**config.mk**
```make
export PLATFORM = sky130hd
export DESIGN_NAME = gregorian_date_add_days
export DESIGN_NICKNAME = d
export VERILOG_FILES = /design/src/rtl/gdad_pkg.sv /design/src/rtl/gdad_ctrl.sv /design/src/rtl/gdad_dpath.sv /design/src/rtl/gregorian_date_add_days.sv
export SDC_FILE = /design/constraint.sdc
export NUM_CORES = 1
export LEC_CHECK = 0
export BUFFER_PORTS_ARGS = -buffer_cell sky130_fd_sc_hd__buf_4
export CAP_MARGIN = 20
export CELL_PAD_IN_SITES_DETAIL_PLACEMENT = 2
export CELL_PAD_IN_SITES_GLOBAL_PLACEMENT = 2
export CORE_UTILIZATION = 43
export DETAILED_ROUTE_END_ITERATION = 8
export MAX_ROUTING_LAYER = met4
export PLACE_DENSITY_LB_ADDON = 0.1
export SKIP_CTS_REPAIR_TIMING = 1
export SLEW_MARGIN = 10
export SYNTH_ARGS = -nofsm -noshare
export SYNTH_HDL_FRONTEND = slang
export SYNTH_HIERARCHICAL = 1
export SYNTH_SLANG_ARGS = --single-unit
```
**constraint.sdc**
```tcl
create_clock -name i_clk -period 8.65 [get_ports i_clk]
set_input_delay 0.4325 -clock i_clk [delete_from_list [all_inputs] [get_ports i_clk]]
set_output_delay 0.4325 -clock i_clk [all_outputs]
set_load 0.1 [all_outputs]
```
**src/rtl/gdad_pkg.sv**
```systemverilog
package gdad_pkg;

    // Input and result field widths
    localparam int DAY_W   = 5;
    localparam int MONTH_W = 4;
    localparam int YEAR_W  = 14;
    localparam int DAYS_W  = 16;
    localparam int STAT_W  = 2;

    // Day counts beyond this width are ignored
    localparam int DAYS_WIDTH = 16;
    localparam int REM_W      = (DAYS_WIDTH < DAYS_W) ? DAYS_WIDTH : DAYS_W;

    localparam logic [YEAR_W-1:0]  MAX_YEAR = YEAR_W'(9999);
    localparam logic [MONTH_W-1:0] DECEMBER = MONTH_W'(12);
    localparam logic [MONTH_W-1:0] JANUARY  = MONTH_W'(1);
    localparam logic [MONTH_W-1:0] FEBRUARY = MONTH_W'(2);

    // year / 100 == (year * CENT_RECIP) >> CENT_SHIFT for every 14-bit year
    localparam int CENT_RECIP_W = 13;
    localparam logic [CENT_RECIP_W-1:0] CENT_RECIP = CENT_RECIP_W'(5243);
    localparam int PROD_W     = YEAR_W + CENT_RECIP_W;
    localparam int CENT_SHIFT = 19;
    localparam int CENT_W     = PROD_W - CENT_SHIFT;
    localparam int YREM_W     = 7;
    localparam logic [YREM_W-1:0] YREM_LAST = YREM_W'(99);

    localparam logic [STAT_W-1:0] STATUS_OK        = STAT_W'(0);
    localparam logic [STAT_W-1:0] STATUS_BAD_START = STAT_W'(1);
    localparam logic [STAT_W-1:0] STATUS_OVERFLOW  = STAT_W'(2);

    typedef struct packed {
        logic load;
        logic mult;
        logic split;
        logic check;
        logic step;
        logic out_load;
    } t_cmd;

    typedef struct packed {
        logic finish;
    } t_sts;

    function automatic logic [DAY_W-1:0] month_len(input logic [MONTH_W-1:0] month,
                                                   input logic leap);
        logic [DAY_W-1:0] len;
        if (month inside {4'd1, 4'd3, 4'd5, 4'd7, 4'd8, 4'd10, 4'd12}) begin
            len = DAY_W'(31);
        end else if (month == FEBRUARY) begin
            len = leap ? DAY_W'(29) : DAY_W'(28);
        end else begin
            len = DAY_W'(30);
        end
        return len;
    endfunction

endpackage

```
**src/rtl/gdad_ctrl.sv**
```systemverilog
module gdad_ctrl (
    input  logic            i_clk,
    input  logic            i_rst_n,
    input  logic            i_in_valid,
    output logic            o_in_stall,
    output logic            o_out_valid,
    input  logic            i_out_stall,
    input  gdad_pkg::t_sts  i_sts,
    output gdad_pkg::t_cmd  o_cmd
);
    import gdad_pkg::*;

    typedef enum logic [2:0] {
        S_IDLE,
        S_MULT,
        S_SPLIT,
        S_CHECK,
        S_STEP,
        S_DONE
    } t_state;

    t_state r_state, n_state;
    logic   r_out_valid, n_out_valid;
    logic   out_free;

    assign out_free = !r_out_valid || !i_out_stall;

    always_comb begin
        n_state     = r_state;
        n_out_valid = r_out_valid && i_out_stall;
        o_cmd       = '0;
        case (r_state)
            S_IDLE: begin
                if (i_in_valid) begin
                    o_cmd.load = 1'b1;
                    n_state    = S_MULT;
                end
            end
            S_MULT: begin
                o_cmd.mult = 1'b1;
                n_state    = S_SPLIT;
            end
            S_SPLIT: begin
                o_cmd.split = 1'b1;
                n_state     = S_CHECK;
            end
            S_CHECK: begin
                o_cmd.check = 1'b1;
                n_state     = S_STEP;
            end
            S_STEP: begin
                if (i_sts.finish) begin
                    n_state = S_DONE;
                end else begin
                    o_cmd.step = 1'b1;
                end
            end
            S_DONE: begin
                // hold the result until the output register frees up
                if (out_free) begin
                    o_cmd.out_load = 1'b1;
                    n_out_valid    = 1'b1;
                    n_state        = S_IDLE;
                end
            end
            default: begin
                n_state = S_IDLE;
            end
        endcase
    end

    always_ff @(posedge i_clk) begin
        if (!i_rst_n) begin
            r_state     <= S_IDLE;
            r_out_valid <= 1'b0;
        end else begin
            r_state     <= n_state;
            r_out_valid <= n_out_valid;
        end
    end

    assign o_in_stall  = (r_state != S_IDLE);
    assign o_out_valid = r_out_valid;

endmodule

```
**src/rtl/gdad_dpath.sv**
```systemverilog
module gdad_dpath (
    input  logic                            i_clk,
    input  gdad_pkg::t_cmd                  i_cmd,
    output gdad_pkg::t_sts                  o_sts,
    input  logic [gdad_pkg::DAY_W-1:0]      i_start_day,
    input  logic [gdad_pkg::MONTH_W-1:0]    i_start_month,
    input  logic [gdad_pkg::YEAR_W-1:0]     i_start_year,
    input  logic [gdad_pkg::DAYS_W-1:0]     i_days_to_add,
    output logic [gdad_pkg::DAY_W-1:0]      o_result_day,
    output logic [gdad_pkg::MONTH_W-1:0]    o_result_month,
    output logic [gdad_pkg::YEAR_W-1:0]     o_result_year,
    output logic [gdad_pkg::STAT_W-1:0]     o_status
);
    import gdad_pkg::*;

    logic [DAY_W-1:0]   r_day;
    logic [MONTH_W-1:0] r_month;
    logic [YEAR_W-1:0]  r_year;
    logic [REM_W-1:0]   r_rem;
    logic [STAT_W-1:0]  r_status;
    logic [PROD_W-1:0]  r_prod;
    logic [CENT_W-1:0]  r_cent;
    logic [YREM_W-1:0]  r_yrem;

    logic [DAY_W-1:0]   r_out_day;
    logic [MONTH_W-1:0] r_out_month;
    logic [YEAR_W-1:0]  r_out_year;
    logic [STAT_W-1:0]  r_out_status;

    logic [CENT_W-1:0]  cent;
    logic [YEAR_W-1:0]  cent_x100;
    logic               leap;
    logic [DAY_W-1:0]   len;
    logic [DAY_W-1:0]   to_end;
    logic               bad_start;
    logic               fits;

    assign cent      = r_prod[PROD_W-1:CENT_SHIFT];
    assign cent_x100 = YEAR_W'({cent, 6'b0}) + YEAR_W'({cent, 5'b0}) + YEAR_W'({cent, 2'b0});

    // divisible by 4, and not a century unless the century count is a multiple of 4
    assign leap   = (r_year[1:0] == 2'd0) && ((r_yrem != '0) || (r_cent[1:0] == 2'd0));
    assign len    = month_len(r_month, leap);
    assign to_end = len - r_day;
    assign fits   = (r_rem <= REM_W'(to_end));

    assign bad_start = (r_month == '0) || (r_month > DECEMBER) || (r_year > MAX_YEAR) ||
                       (r_day == '0) || (r_day > len);

    always_ff @(posedge i_clk) begin
        if (i_cmd.load) begin
            r_day    <= i_start_day;
            r_month  <= i_start_month;
            r_year   <= i_start_year;
            r_rem    <= i_days_to_add[REM_W-1:0];
            r_status <= STATUS_OK;
        end
        if (i_cmd.mult) begin
            r_prod <= PROD_W'(r_year) * PROD_W'(CENT_RECIP);
        end
        if (i_cmd.split) begin
            r_cent <= cent;
            r_yrem <= YREM_W'(r_year - cent_x100);
        end
        if (i_cmd.check && bad_start) begin
            r_status <= STATUS_BAD_START;
            r_rem    <= '0;
        end
        if (i_cmd.step) begin
            if (fits) begin
                r_day <= r_day + DAY_W'(r_rem);
                r_rem <= '0;
            end else if ((r_month == DECEMBER) && (r_year == MAX_YEAR)) begin
                r_day    <= DAY_W'(31);
                r_status <= STATUS_OVERFLOW;
                r_rem    <= '0;
            end else begin
                r_rem <= r_rem - REM_W'(to_end) - REM_W'(1);
                r_day <= DAY_W'(1);
                if (r_month == DECEMBER) begin
                    r_month <= JANUARY;
                    r_year  <= r_year + YEAR_W'(1);
                    if (r_yrem == YREM_LAST) begin
                        r_yrem <= '0;
                        r_cent <= r_cent + CENT_W'(1);
                    end else begin
                        r_yrem <= r_yrem + YREM_W'(1);
                    end
                end else begin
                    r_month <= r_month + MONTH_W'(1);
                end
            end
        end
        if (i_cmd.out_load) begin
            r_out_day    <= r_day;
            r_out_month  <= r_month;
            r_out_year   <= r_year;
            r_out_status <= r_status;
        end
    end

    assign o_sts.finish   = (r_rem == '0);
    assign o_result_day   = r_out_day;
    assign o_result_month = r_out_month;
    assign o_result_year  = r_out_year;
    assign o_status       = r_out_status;

endmodule

```
**src/rtl/gregorian_date_add_days.sv**
```systemverilog
// Chan | Dir | Valid / stall            | Payload
// in   | in  | i_in_valid / o_in_stall  | i_start_day, i_start_month, i_start_year, i_days_to_add
// out  | out | o_out_valid / i_out_stall | o_result_day, o_result_month, o_result_year, o_status
//
// One transaction at a time. Setup runs capture, century multiply, century split
// and validity check in turn. The month walker then steps once per month boundary
// crossed and once more on a last partial month, then finishes and loads the output
// register once it is free. The month walk dominates the time a transaction takes.
// Reset (i_rst_n, synchronous, active low) clears the state machine and the output valid.
// The output register holds a finished result while i_out_stall is high; the next
// result waits in the datapath until it is taken.
module gregorian_date_add_days (
    input  logic                            i_clk,
    input  logic                            i_rst_n,
    input  logic                            i_in_valid,
    output logic                            o_in_stall,
    input  logic [gdad_pkg::DAY_W-1:0]      i_start_day,
    input  logic [gdad_pkg::MONTH_W-1:0]    i_start_month,
    input  logic [gdad_pkg::YEAR_W-1:0]     i_start_year,
    input  logic [gdad_pkg::DAYS_W-1:0]     i_days_to_add,
    output logic                            o_out_valid,
    input  logic                            i_out_stall,
    output logic [gdad_pkg::DAY_W-1:0]      o_result_day,
    output logic [gdad_pkg::MONTH_W-1:0]    o_result_month,
    output logic [gdad_pkg::YEAR_W-1:0]     o_result_year,
    output logic [gdad_pkg::STAT_W-1:0]     o_status
);
    import gdad_pkg::*;

    t_cmd cmd;
    t_sts sts;

    // Sequence setup, month walk and output handoff
    gdad_ctrl u_ctrl (
        .i_clk       (i_clk),
        .i_rst_n     (i_rst_n),
        .i_in_valid  (i_in_valid),
        .o_in_stall  (o_in_stall),
        .o_out_valid (o_out_valid),
        .i_out_stall (i_out_stall),
        .i_sts       (sts),
        .o_cmd       (cmd)
    );

    // Date registers, leap tracking and the output register
    gdad_dpath u_dpath (
        .i_clk          (i_clk),
        .i_cmd          (cmd),
        .o_sts          (sts),
        .i_start_day    (i_start_day),
        .i_start_month  (i_start_month),
        .i_start_year   (i_start_year),
        .i_days_to_add  (i_days_to_add),
        .o_result_day   (o_result_day),
        .o_result_month (o_result_month),
        .o_result_year  (o_result_year),
        .o_status       (o_status)
    );

`ifndef SYNTHESIS
    // An accepted transaction keeps the input side closed for the setup cycles
    a_busy_after_accept: assert property (@(posedge i_clk) disable iff (!i_rst_n)
        (i_in_valid && !o_in_stall) |=> o_in_stall)
        else $error("input accepted again right after a transaction");

    // Overflow always pins the date at the last day of the last year
    a_overflow_date: assert property (@(posedge i_clk) disable iff (!i_rst_n)
        (o_out_valid && (o_status == STATUS_OVERFLOW)) |->
        ((o_result_day == DAY_W'(31)) && (o_result_month == DECEMBER) &&
         (o_result_year == MAX_YEAR)))
        else $error("overflow result is not December 31 of the last year");

    // A good result is a well formed date
    a_ok_date: assert property (@(posedge i_clk) disable iff (!i_rst_n)
        (o_out_valid && (o_status == STATUS_OK)) |->
        ((o_result_day != '0) && (o_result_month != '0) && (o_result_month <= DECEMBER) &&
         (o_result_year <= MAX_YEAR)))
        else $error("ok result holds a malformed date");
`endif

endmodule
```
Word level (Yosys, flattened, before mapping) --
Cells that the tools add are included.
Cells by class: bitwise operators 0, shifts and indexed selects 0, reduce and logical (&&, ||, !) cells 24, eq/ne operators 18, divide/modulo/power cells 0, add/sub/neg operators 11, $lt $le $gt $ge 4, muxes and demuxes 54, $mul 1
Operators by type and width (number):
- $mux 16 | 5
- $mux 14 | 5
- $mux 8 | 6
- $mux 7 | 6
- $mux 5 | 6
- $mul 14x13->27 const B | 1
- $mux 4 | 5
- $pmux 3 s6 | 1
- $le 16x5->1 | 1
- $logic_not 16->1 | 1
- $sub 16x1->16 const B | 1
- $sub 16x5->16 | 1
- $add 14x1->14 const B | 1
- $add 7x7->7 | 2
- $eq 14x14->1 const B | 1
- $gt 14x14->1 const B | 1
- $reduce_bool 7->1 | 2
- $eq 4x4->1 const B | 3
- $mux 1 | 12
- $mux 2 | 5
- $mux 3 | 3
- $add 8x1->8 const B | 1
- $eq 4x2->1 const B | 2
- $eq 4x3->1 const B | 2
- 24 further kinds | 38
Word-level totals: memory bits (writable) 0, input port bits 43, register bits after elaboration 112, latch bits 0, output and inout bits 27, memories 0, ROM bits 0

Longest topological paths before layout --
Gate-level depths: netlist of the first run.
depth after elaboration 13, gate-level depth with buffers 20

By module --
Netlist of the first run, hierarchy kept.
Modules (own cells, without submodules):
- gdad_dpath | area an instance 7827.5 um^2, cells an instance 767, instances 1, sequential area each 2112.0 um^2
- gdad_ctrl | area an instance 246.5 um^2, cells an instance 30, instances 1, sequential area each 80.1 um^2

Worst setup path after synthesis of the first run --
OpenSTA, ideal clock, no wires.
kind register -> register, start point register u_dpath.r_year[10], end point register u_dpath.r_prod[23] (data pin), period minus slack after synthesis 4667 ps, setup slack 3983 ps, setup time 260 ps, cell stages (with the launch flop) 18, data arrival time 4407 ps, path buffers 0, cell sequence dfxtp_1 -> ha_1 -> inv_1 -> fa_1 -> inv_1 -> fa_1 -> inv_1 -> fa_1 -> fa_1 -> inv_1 -> ha_1 -> o21ai_0 -> a211oi_1 -> a211oi_1 -> a2111oi_0 -> o21a_1 -> nor2_1 -> xnor2_1
Between the ends: cells in the longest elaborated chain, start to end 1
RTL lines:
- start: declaration | line gdad_dpath.sv:18 | logic [YEAR_W-1:0] r_year;
- start signal: assignment | line gdad_dpath.sv:54 | r_year <= i_start_year;
- start signal: assignment | line gdad_dpath.sv:82 | r_year <= r_year + YEAR_W'(1);
- $mul 14x13->27 | line gdad_dpath.sv:59 | r_prod <= PROD_W'(r_year) * PROD_W'(CENT_RECIP);
- end signal: assignment | line gdad_dpath.sv:59
- end: declaration | line gdad_dpath.sv:21 | logic [PROD_W-1:0] r_prod;
Every way passes these cells. A chain may end at the register's enable or synchronous reset.

Worst setup path after layout of the first run --
start point register u_dpath.r_year[8], end point register u_dpath.r_prod[23] (data pin)
Same word-level chain as after synthesis.

==> summary.txt, run 1 <==
Outcome
  – Status: finished with violations
  – Failing checks: DRC

Synthesis
  – Async SR Flop Fraction: 0%
  – Ys Warns: 6
  – Synthesized Nets: between 1000 and 1500
  – Synth area leaders: ha_1, edfxtp_1, fa_1
  – Register area share after synthesis: between 20% and 30%
  – Synthesized area: 8070 sq um
  – Synth Register Bits: between 80 and 90
  – Yosys cell types: 67
  – Syn Area/Cell: 10.1 sq um
  – Top FF cell, synth: edfxtp_1
  – Yosys top cell area share: approximately a fifth
  – Syn Inst Count: ~800
  – Post-synth EDFFs: 51
  – Synth area leader: ha_1

Die
  – Core footprint: 18200 sq um
  – Top Ports: 70
  – Effective utilization at floorplan: around 44%
  – Die span in y: 139 um
  – Die Wd: around 140 um
  – Die area: 19300 sq um
  – Cell Rows: approximately 50

Placed design
  – PortBufs: 69
  – DP HPWL: between 20000 and 25000 um
  – GP Congestion: 0.846
  – Post-Place Worst Slack: approximately 3400 ps

CTS
  – Cts bufs inserted: 9
  – Clk pin slew, worst setup/hold paths: 70 ps
  – Clock tree buffer depth: 2
  – CTS root buf: clkbuf_16
  – CTS H-tree lvls: 3
  – CTS sink cnt: 84
  – Later-pin clock latency in the skew report: between 300 and 400 ps
  – CTS tree: built

Worst setup path
  – Endpoint class of the critical path: register
  – Critical Path AT: ~5400 ps
  – CP max FO: 10
  – Startpoint Class: register
  – WS Path Type: register to register
  – WP data required: a little under 9000 ps

Final layout
  – Antenna cell count: 0
  – Fill count: between 1500 and 2000
  – Multi-input logic area: between 5000 and 6000 sq um
  – Layout Nets: approximately 1100
  – Register area: about 2200 sq um
  – Share of post-route cells with drive strength above 1: between 10% and 20%
  – P&R area growth vs syn: 13.0%

STA
  – Final worst path period share: 61.5%
  – Slew Viols, Final: 0
  – PnR worst setup slack: between 3000 and 4000 ps
  – FMAX: 0.188 GHz
  – Least-Margin Pin Slew: between 1000 and 1500 ps
  – Hold violation count in the final report: 0
  – Min Tclk post-route: roughly 5300 ps
  – Final setup viols: 0
  – Rel. slew slack: about a quarter
  – Unrepaired setup endpoints after global routing: no
  – Worst Skew: about 6.1 ps
  – Fin Setup TNS: 0 ps

Detailed routing
  – Vias/cell: 5.59
  – WL/cell: ~23 um
  – Total number of vias: approximately 6200
  – Iteration-0 DRC Markers: just under 300
  – Post-route ant nets: 0
  – DRC: 8
  – Wirelength, routed: 25500 um
  – Pre-Repair DR Iteration Count: 9

Hold path
  – Worst min-delay path class: input pin to register

GRT
  – GRT Util Overall: about 29%
  – Initial antenna violation count: 0
  – Vias in the first global route: slightly above 7000
  – First-pass GRT wire length: 40900 um
  – Pin count of the biggest net entering global routing: 26
  – Congestion Overflow GR: 0

Job
  – Total of max-cap violations: 0
worst max-delay path, stage by stage, from the launching register on:
cell and delay, ps:
dfxtp_1 650, ha_1 260, inv_1 60, fa_1 550
inv_1 80, fa_1 530, inv_1 70, fa_1 460
fa_1 570, inv_1 50, ha_1 290, o21ai_0 140
a211oi_1 280, a211oi_1 80, a2111oi_0 600, o21a_1 210
nor2_1 60, xnor2_1 110
area by class of cell:
| class | instances | area share (%) |
|---|---|---|
| Multi-Input combinational cell | 540 | 57.0 |
| Clock inverter | 5 | 0.343 |
| Tap cell | 229 | 3.14 |
| Clock buffer | 11 | 2.77 |
| Timing Repair Buffer | 77 | 6.34 |
| Inverter | 155 | 6.38 |
| Sequential cell | 84 | 24.0 |
flip-flops by register name, indices dropped and copies added, names as in the netlist:
register and cells:
u_dpath/r_yrem 7, u_dpath/r_year 14, u_dpath/r_cent 2, u_dpath/r_rem 16
u_dpath/r_day 5, u_dpath/o_result_month 4, u_dpath/o_result_day 5, u_dpath/r_status 2
u_dpath/r_month 4, u_ctrl/r_state 3, u_dpath/r_prod 5, u_dpath/o_status 2
u_ctrl/o_out_valid 1, u_dpath/o_result_year 14
cells in the mapped netlist, drive strengths merged, types with 3 or more instances:
master and instances:
buf 11, nand3b 3, nor3 17, nand4 7, o21ai 27, dfxtp 33
inv 155, and4 4, o21a 8, nor2b 5, nand2 36, or2 3
o22ai 7, ha 132, a211oi 5, and3 6, a22o 16, clkbuf 7
nand3 14, fa 65, xor2 13, mux2i 8, nor2 27, o221a 9
nand2b 5, or3 14, o211ai 6, a21o 6, o21bai 6, xnor2 24
edfxtp 51, a2111oi 3, a21oi 38, or4 3
path summary, 6_finish.rpt:
path / startpoint / to / slack, ps / depth (start not counted)
worst min register to register: u_dpath/r_status[1] / u_dpath/o_status[1] / 440 / 0
worst min-delay path: i_rst_n / u_ctrl/r_state[2] / 310 / 2
worst max register to register: u_dpath/r_year[8] / u_dpath/r_prod[23] / 3330 / 17
worst max-delay path: u_dpath/r_year[8] / u_dpath/r_prod[23] / 3330 / 17
per-stage QoR:
step / std cells / util (%) / hold slack, ps / area, sq um
global placement: 1084 / 48.5 / 414 / 8830
detailed placement: 1084 / 48.5 / 422 / 8830
global route: 1101 / 50.1 / 314 / 9120
finish: 1101 / 50.1 / 305 / 9120
floorplan: 797 / - / 406 / 8070
CTS: 1100 / 50.1 / 298 / 9110
cells in the final DEF (no fill, tap or decap), drive strengths merged, types with 3 or more instances in the layout:
cell	instances
a2111oi	3
a211oi	5
a21o	6
a21oi	38
a22o	16
and3	6
and4	4
buf	77
clkbuf	11
dfxtp	33
edfxtp	51
fa	65
ha	132
inv	158
mux2i	8
nand2	36
nand2b	5
nand3	14
nand3b	3
nand4	7
nor2	27
nor2b	5
nor3	17
o211ai	6
o21a	8
o21ai	27
o21bai	6
o221a	9
o22ai	7
or2	3
or3	14
or4	3
xnor2	24
xor2	13
cells by family (layout without fill, tap and decap cells):
family | count (synthesis) | after routing | share of synthesized area (%)
buffers and inverters | 173 | 248 | 8.51
AND/OR/NAND/NOR | 152 | 152 | 9.98
XOR/XNOR | 37 | 37 | 4.01
flip-flops | 84 | 84 | 27.2
adder cells (fa/ha/maj) | 197 | 197 | 36.6
AO/OA/AOI/OAI | 144 | 144 | 12.5
multiplexers | 10 | 10 | 1.27
per-layer routing:
metal	up-vias	wire length, um	GRT usage [%]
li1	2854	-	-
met1	3171	10300	32.8
met2	97	13800	53.1
met3	29	738	2.24
met4	0	616	9.42
met5	-	0	-
Power of run 1 is not shown: default switching activity piles up to over one toggle a cycle in this logic, so the estimate is an artifact.
==> run 2, diff against run 1 <==
--- a/config.mk
+++ b/config.mk
@@ -9,7 +9,7 @@
 export CAP_MARGIN = 20
 export CELL_PAD_IN_SITES_DETAIL_PLACEMENT = 2
 export CELL_PAD_IN_SITES_GLOBAL_PLACEMENT = 2
-export CORE_UTILIZATION = 43
+export CORE_UTILIZATION = 36
 export DETAILED_ROUTE_END_ITERATION = 8
 export MAX_ROUTING_LAYER = met4
 export PLACE_DENSITY_LB_ADDON = 0.1
==> constraint.sdc (replaced) <==
create_clock -name i_clk -period 4.5 [get_ports i_clk]
set_input_delay 0.225 -clock i_clk [delete_from_list [all_inputs] [get_ports i_clk]]
set_output_delay 0.225 -clock i_clk [all_outputs]
set_load 0.1 [all_outputs]
==> run 2 against run 1 <==
  * The flow finishes with violations (setup timing)
  * Clock skew up 3.6 ps
  * Die area up 19%
  * First-iteration DRC count fell by 50%
  * Via count rose by 3.8%
  * Utilization fell by 3.2 points
  * Worst setup slack got worse by 3400 ps
  * Register-to-register slack worse by 3400 ps
==> summary.txt, run 2 (synthesis results as in run 1) <==
STA
  – FMAX: 0.218 GHz (+16%)
  – Slew Viols, Final: 0 (unchanged)
  – Final worst path period share: 102% (+40 points)
  – PnR worst setup slack: -86.5 ps (-3420 ps)
  – Unrepaired setup endpoints after global routing: yes
  – Final setup viols: 3 (+3)
  – Rel. slew slack: 35.7% (+9.7 points)
  – Fin Hold WS: 118 ps (-187 ps)
  – Hold violation count in the final report: 0 (unchanged)
  – Min Tclk post-route: 4590 ps (-735 ps)
  – Fin Setup TNS: -149 ps (-149 ps)
  – Least-Margin Pin Slew: 957 ps (-143 ps)
  – Worst Skew: 9.70 ps (+3.65 ps)

Detailed routing
  – Vias/cell: 5.17 (-7.4%)
  – Total number of vias: 6384 (+3.8%)
  – WL/cell: 21.8 um (-5.9%)
  – DRC: 0 (-8)
  – Pre-Repair DR Iteration Count: 4 (-5)
  – Wirelength, routed: 26900 um (+5.5%)
  – Top sig layer: met4
  – Post-route ant nets: 0 (unchanged)
  – Met2 wire length: 14900 um (+7.4%)
  – WL met1: 10800 um (+4.7%)
  – Iteration-0 DRC Markers: 147 (-50%)
  – WL met3: 584 um (-21%)

Final layout
  – Fill count: 2302 (+20%)
  – Most common cell after layout, fill and taps aside: buf_4
  – Layout Nets: 1189 (+7.4%)
  – Final instance area: 10300 sq um (+12%)
  – Most flops, register: u_dpath/r_rem
  – Share of post-route cells with drive strength above 1: 28.5% (+15 points)
  – P&R area growth vs syn: 27.0%
  – Most frequent cells in the layout: buf_4, inv_1, ha_1
  – Biggest regs: u_dpath/r_rem: 16 flops, u_dpath/o_result_year: 14 flops, u_dpath/r_year: 14 flops
  – Cell Count, Final, Fillers Out: 1234 (+12%)
  – Max reg flops: 16 (unchanged)
  – Antenna cell count: 0 (unchanged)

GRT
  – Vias in the first global route: 7288 (+1.4%)
  – Initial antenna violation count: 0 (unchanged)
  – Congestion Overflow GR: 0 (unchanged)
  – GRT Util Overall: 24.0% (-4.8 points)
  – Pin count of the biggest net entering global routing: 26 (unchanged)
  – First-pass GRT wire length: 39900 um (-2.5%)

Die
  – Die span in y: 152 um (+9.2%)
  – Effective utilization at floorplan: 36.9% (-7.5 points)
  – Top Ports: 70 (unchanged)
  – Cell Rows: 54 (+10%)
  – Core footprint: 21900 sq um (+20%)
  – Die area: 23000 sq um (+19%)
  – Die Wd: 152 um (+9.2%)

Worst setup path
  – Critical Path AT: 4680 ps (-740 ps)
  – WS Path Type: register to register
  – Critical-path top delay cell: fa_1
  – Most common cell on crit path: fa_1
  – Endpoint class of the critical path: register
  – Startpoint Class: register
  – Worst reg2reg setup slack: -90 ps (-3420 ps)
  – CP max FO: 6 (-4)
  – Buf/Inv on CP: 0 (-4)
  – Worst-path cell chain: fa_1 -> ha_1 -> fa_1 -> fa_1 -> fa_1 -> ha_4 -> nand2_1 -> o21ai_2 -> nor2b_4 -> a2111oi_4 -> o21a_1 -> nor2_2 -> xnor2_1
  – Largest stage delay, worst path: 580 ps (-70 ps)
  – CP top delay family: adder cells
  – WP data required: 4590 ps (-4150 ps)

Placed design
  – DP Area: 9480 sq um (+7.3%)
  – GP Congestion: 0.850 (+0.41%)
  – Placed insts: 1210 (+12%)
  – PortBufs: 69 (unchanged)
  – DP HPWL: 21300 um (+2.2%)

CTS
  – Later-pin clock latency in the skew report: 350 ps (about the same)
  – CTS tree: built
  – Clock tree buffer depth: 2 (unchanged)
  – CTS H-tree lvls: 3 (unchanged)
  – CTS sink cnt: 84 (unchanged)
  – Clk pin slew, worst setup/hold paths: 70 ps (about the same)
  – CTS root buf: clkbuf_16
  – Cts bufs inserted: 9 (unchanged)

Outcome
  – Status: finished with violations
  – Failing checks: setup timing

Hold path
  – Worst min-delay path class: input pin to register

Job
  – Total of max-cap violations: 0 (unchanged)
run 2: changes by cell type in the layout (fill, tap and decap cells not counted), moves of 11 or more:
cell,before,now
buf_4,77,153
ha_1,132,110
inv_1,155,144
dfxtp_1,33,20
ha_4,0,18
run 2: cell type report:
type                            instances  area (sq um)  area share [%]
Tap cell                              280           350            3.42
Timing Repair Buffer                  159          1230            12.0
Sequential cell                        84          2230            21.8
Inverter                              155           584            5.70
Clock inverter                          5          40.0           0.390
Clock buffer                           11           258            2.51
Multi-Input combinational cell        540          5560            54.2
run 2: through the flow:
step,setup slack [ps],utilization [%]
final,-86.5,46.9
after global routing,-237,46.9
after CTS,-363,44.7
after detailed placement,-345,43.3
after global placement,-219,43.3
after floorplan,2.94,-
run 2: per-layer routing:
metal | vias up | track usage (%)
met5 | - | -
met4 | 0 | 7.52
met3 | 29 | 2.72
met2 | 82 | 44.4
met1 | 3254 | 26.7
li1 | 3019 | -
run 2: final timing paths:
| kind | start | end | depth (start not counted) |
|---|---|---|---|
| setup / recovery | u_dpath/r_year[12] | u_dpath/r_prod[23] | 13 |
| hold / removal | i_rst_n | u_ctrl/r_state[2] | 2 |
| setup reg to reg | u_dpath/r_year[12] | u_dpath/r_prod[23] | 13 |
| hold reg to reg | u_dpath/r_status[1] | u_dpath/o_status[1] | 0 |
Power of run 2 is left out for the same reason.
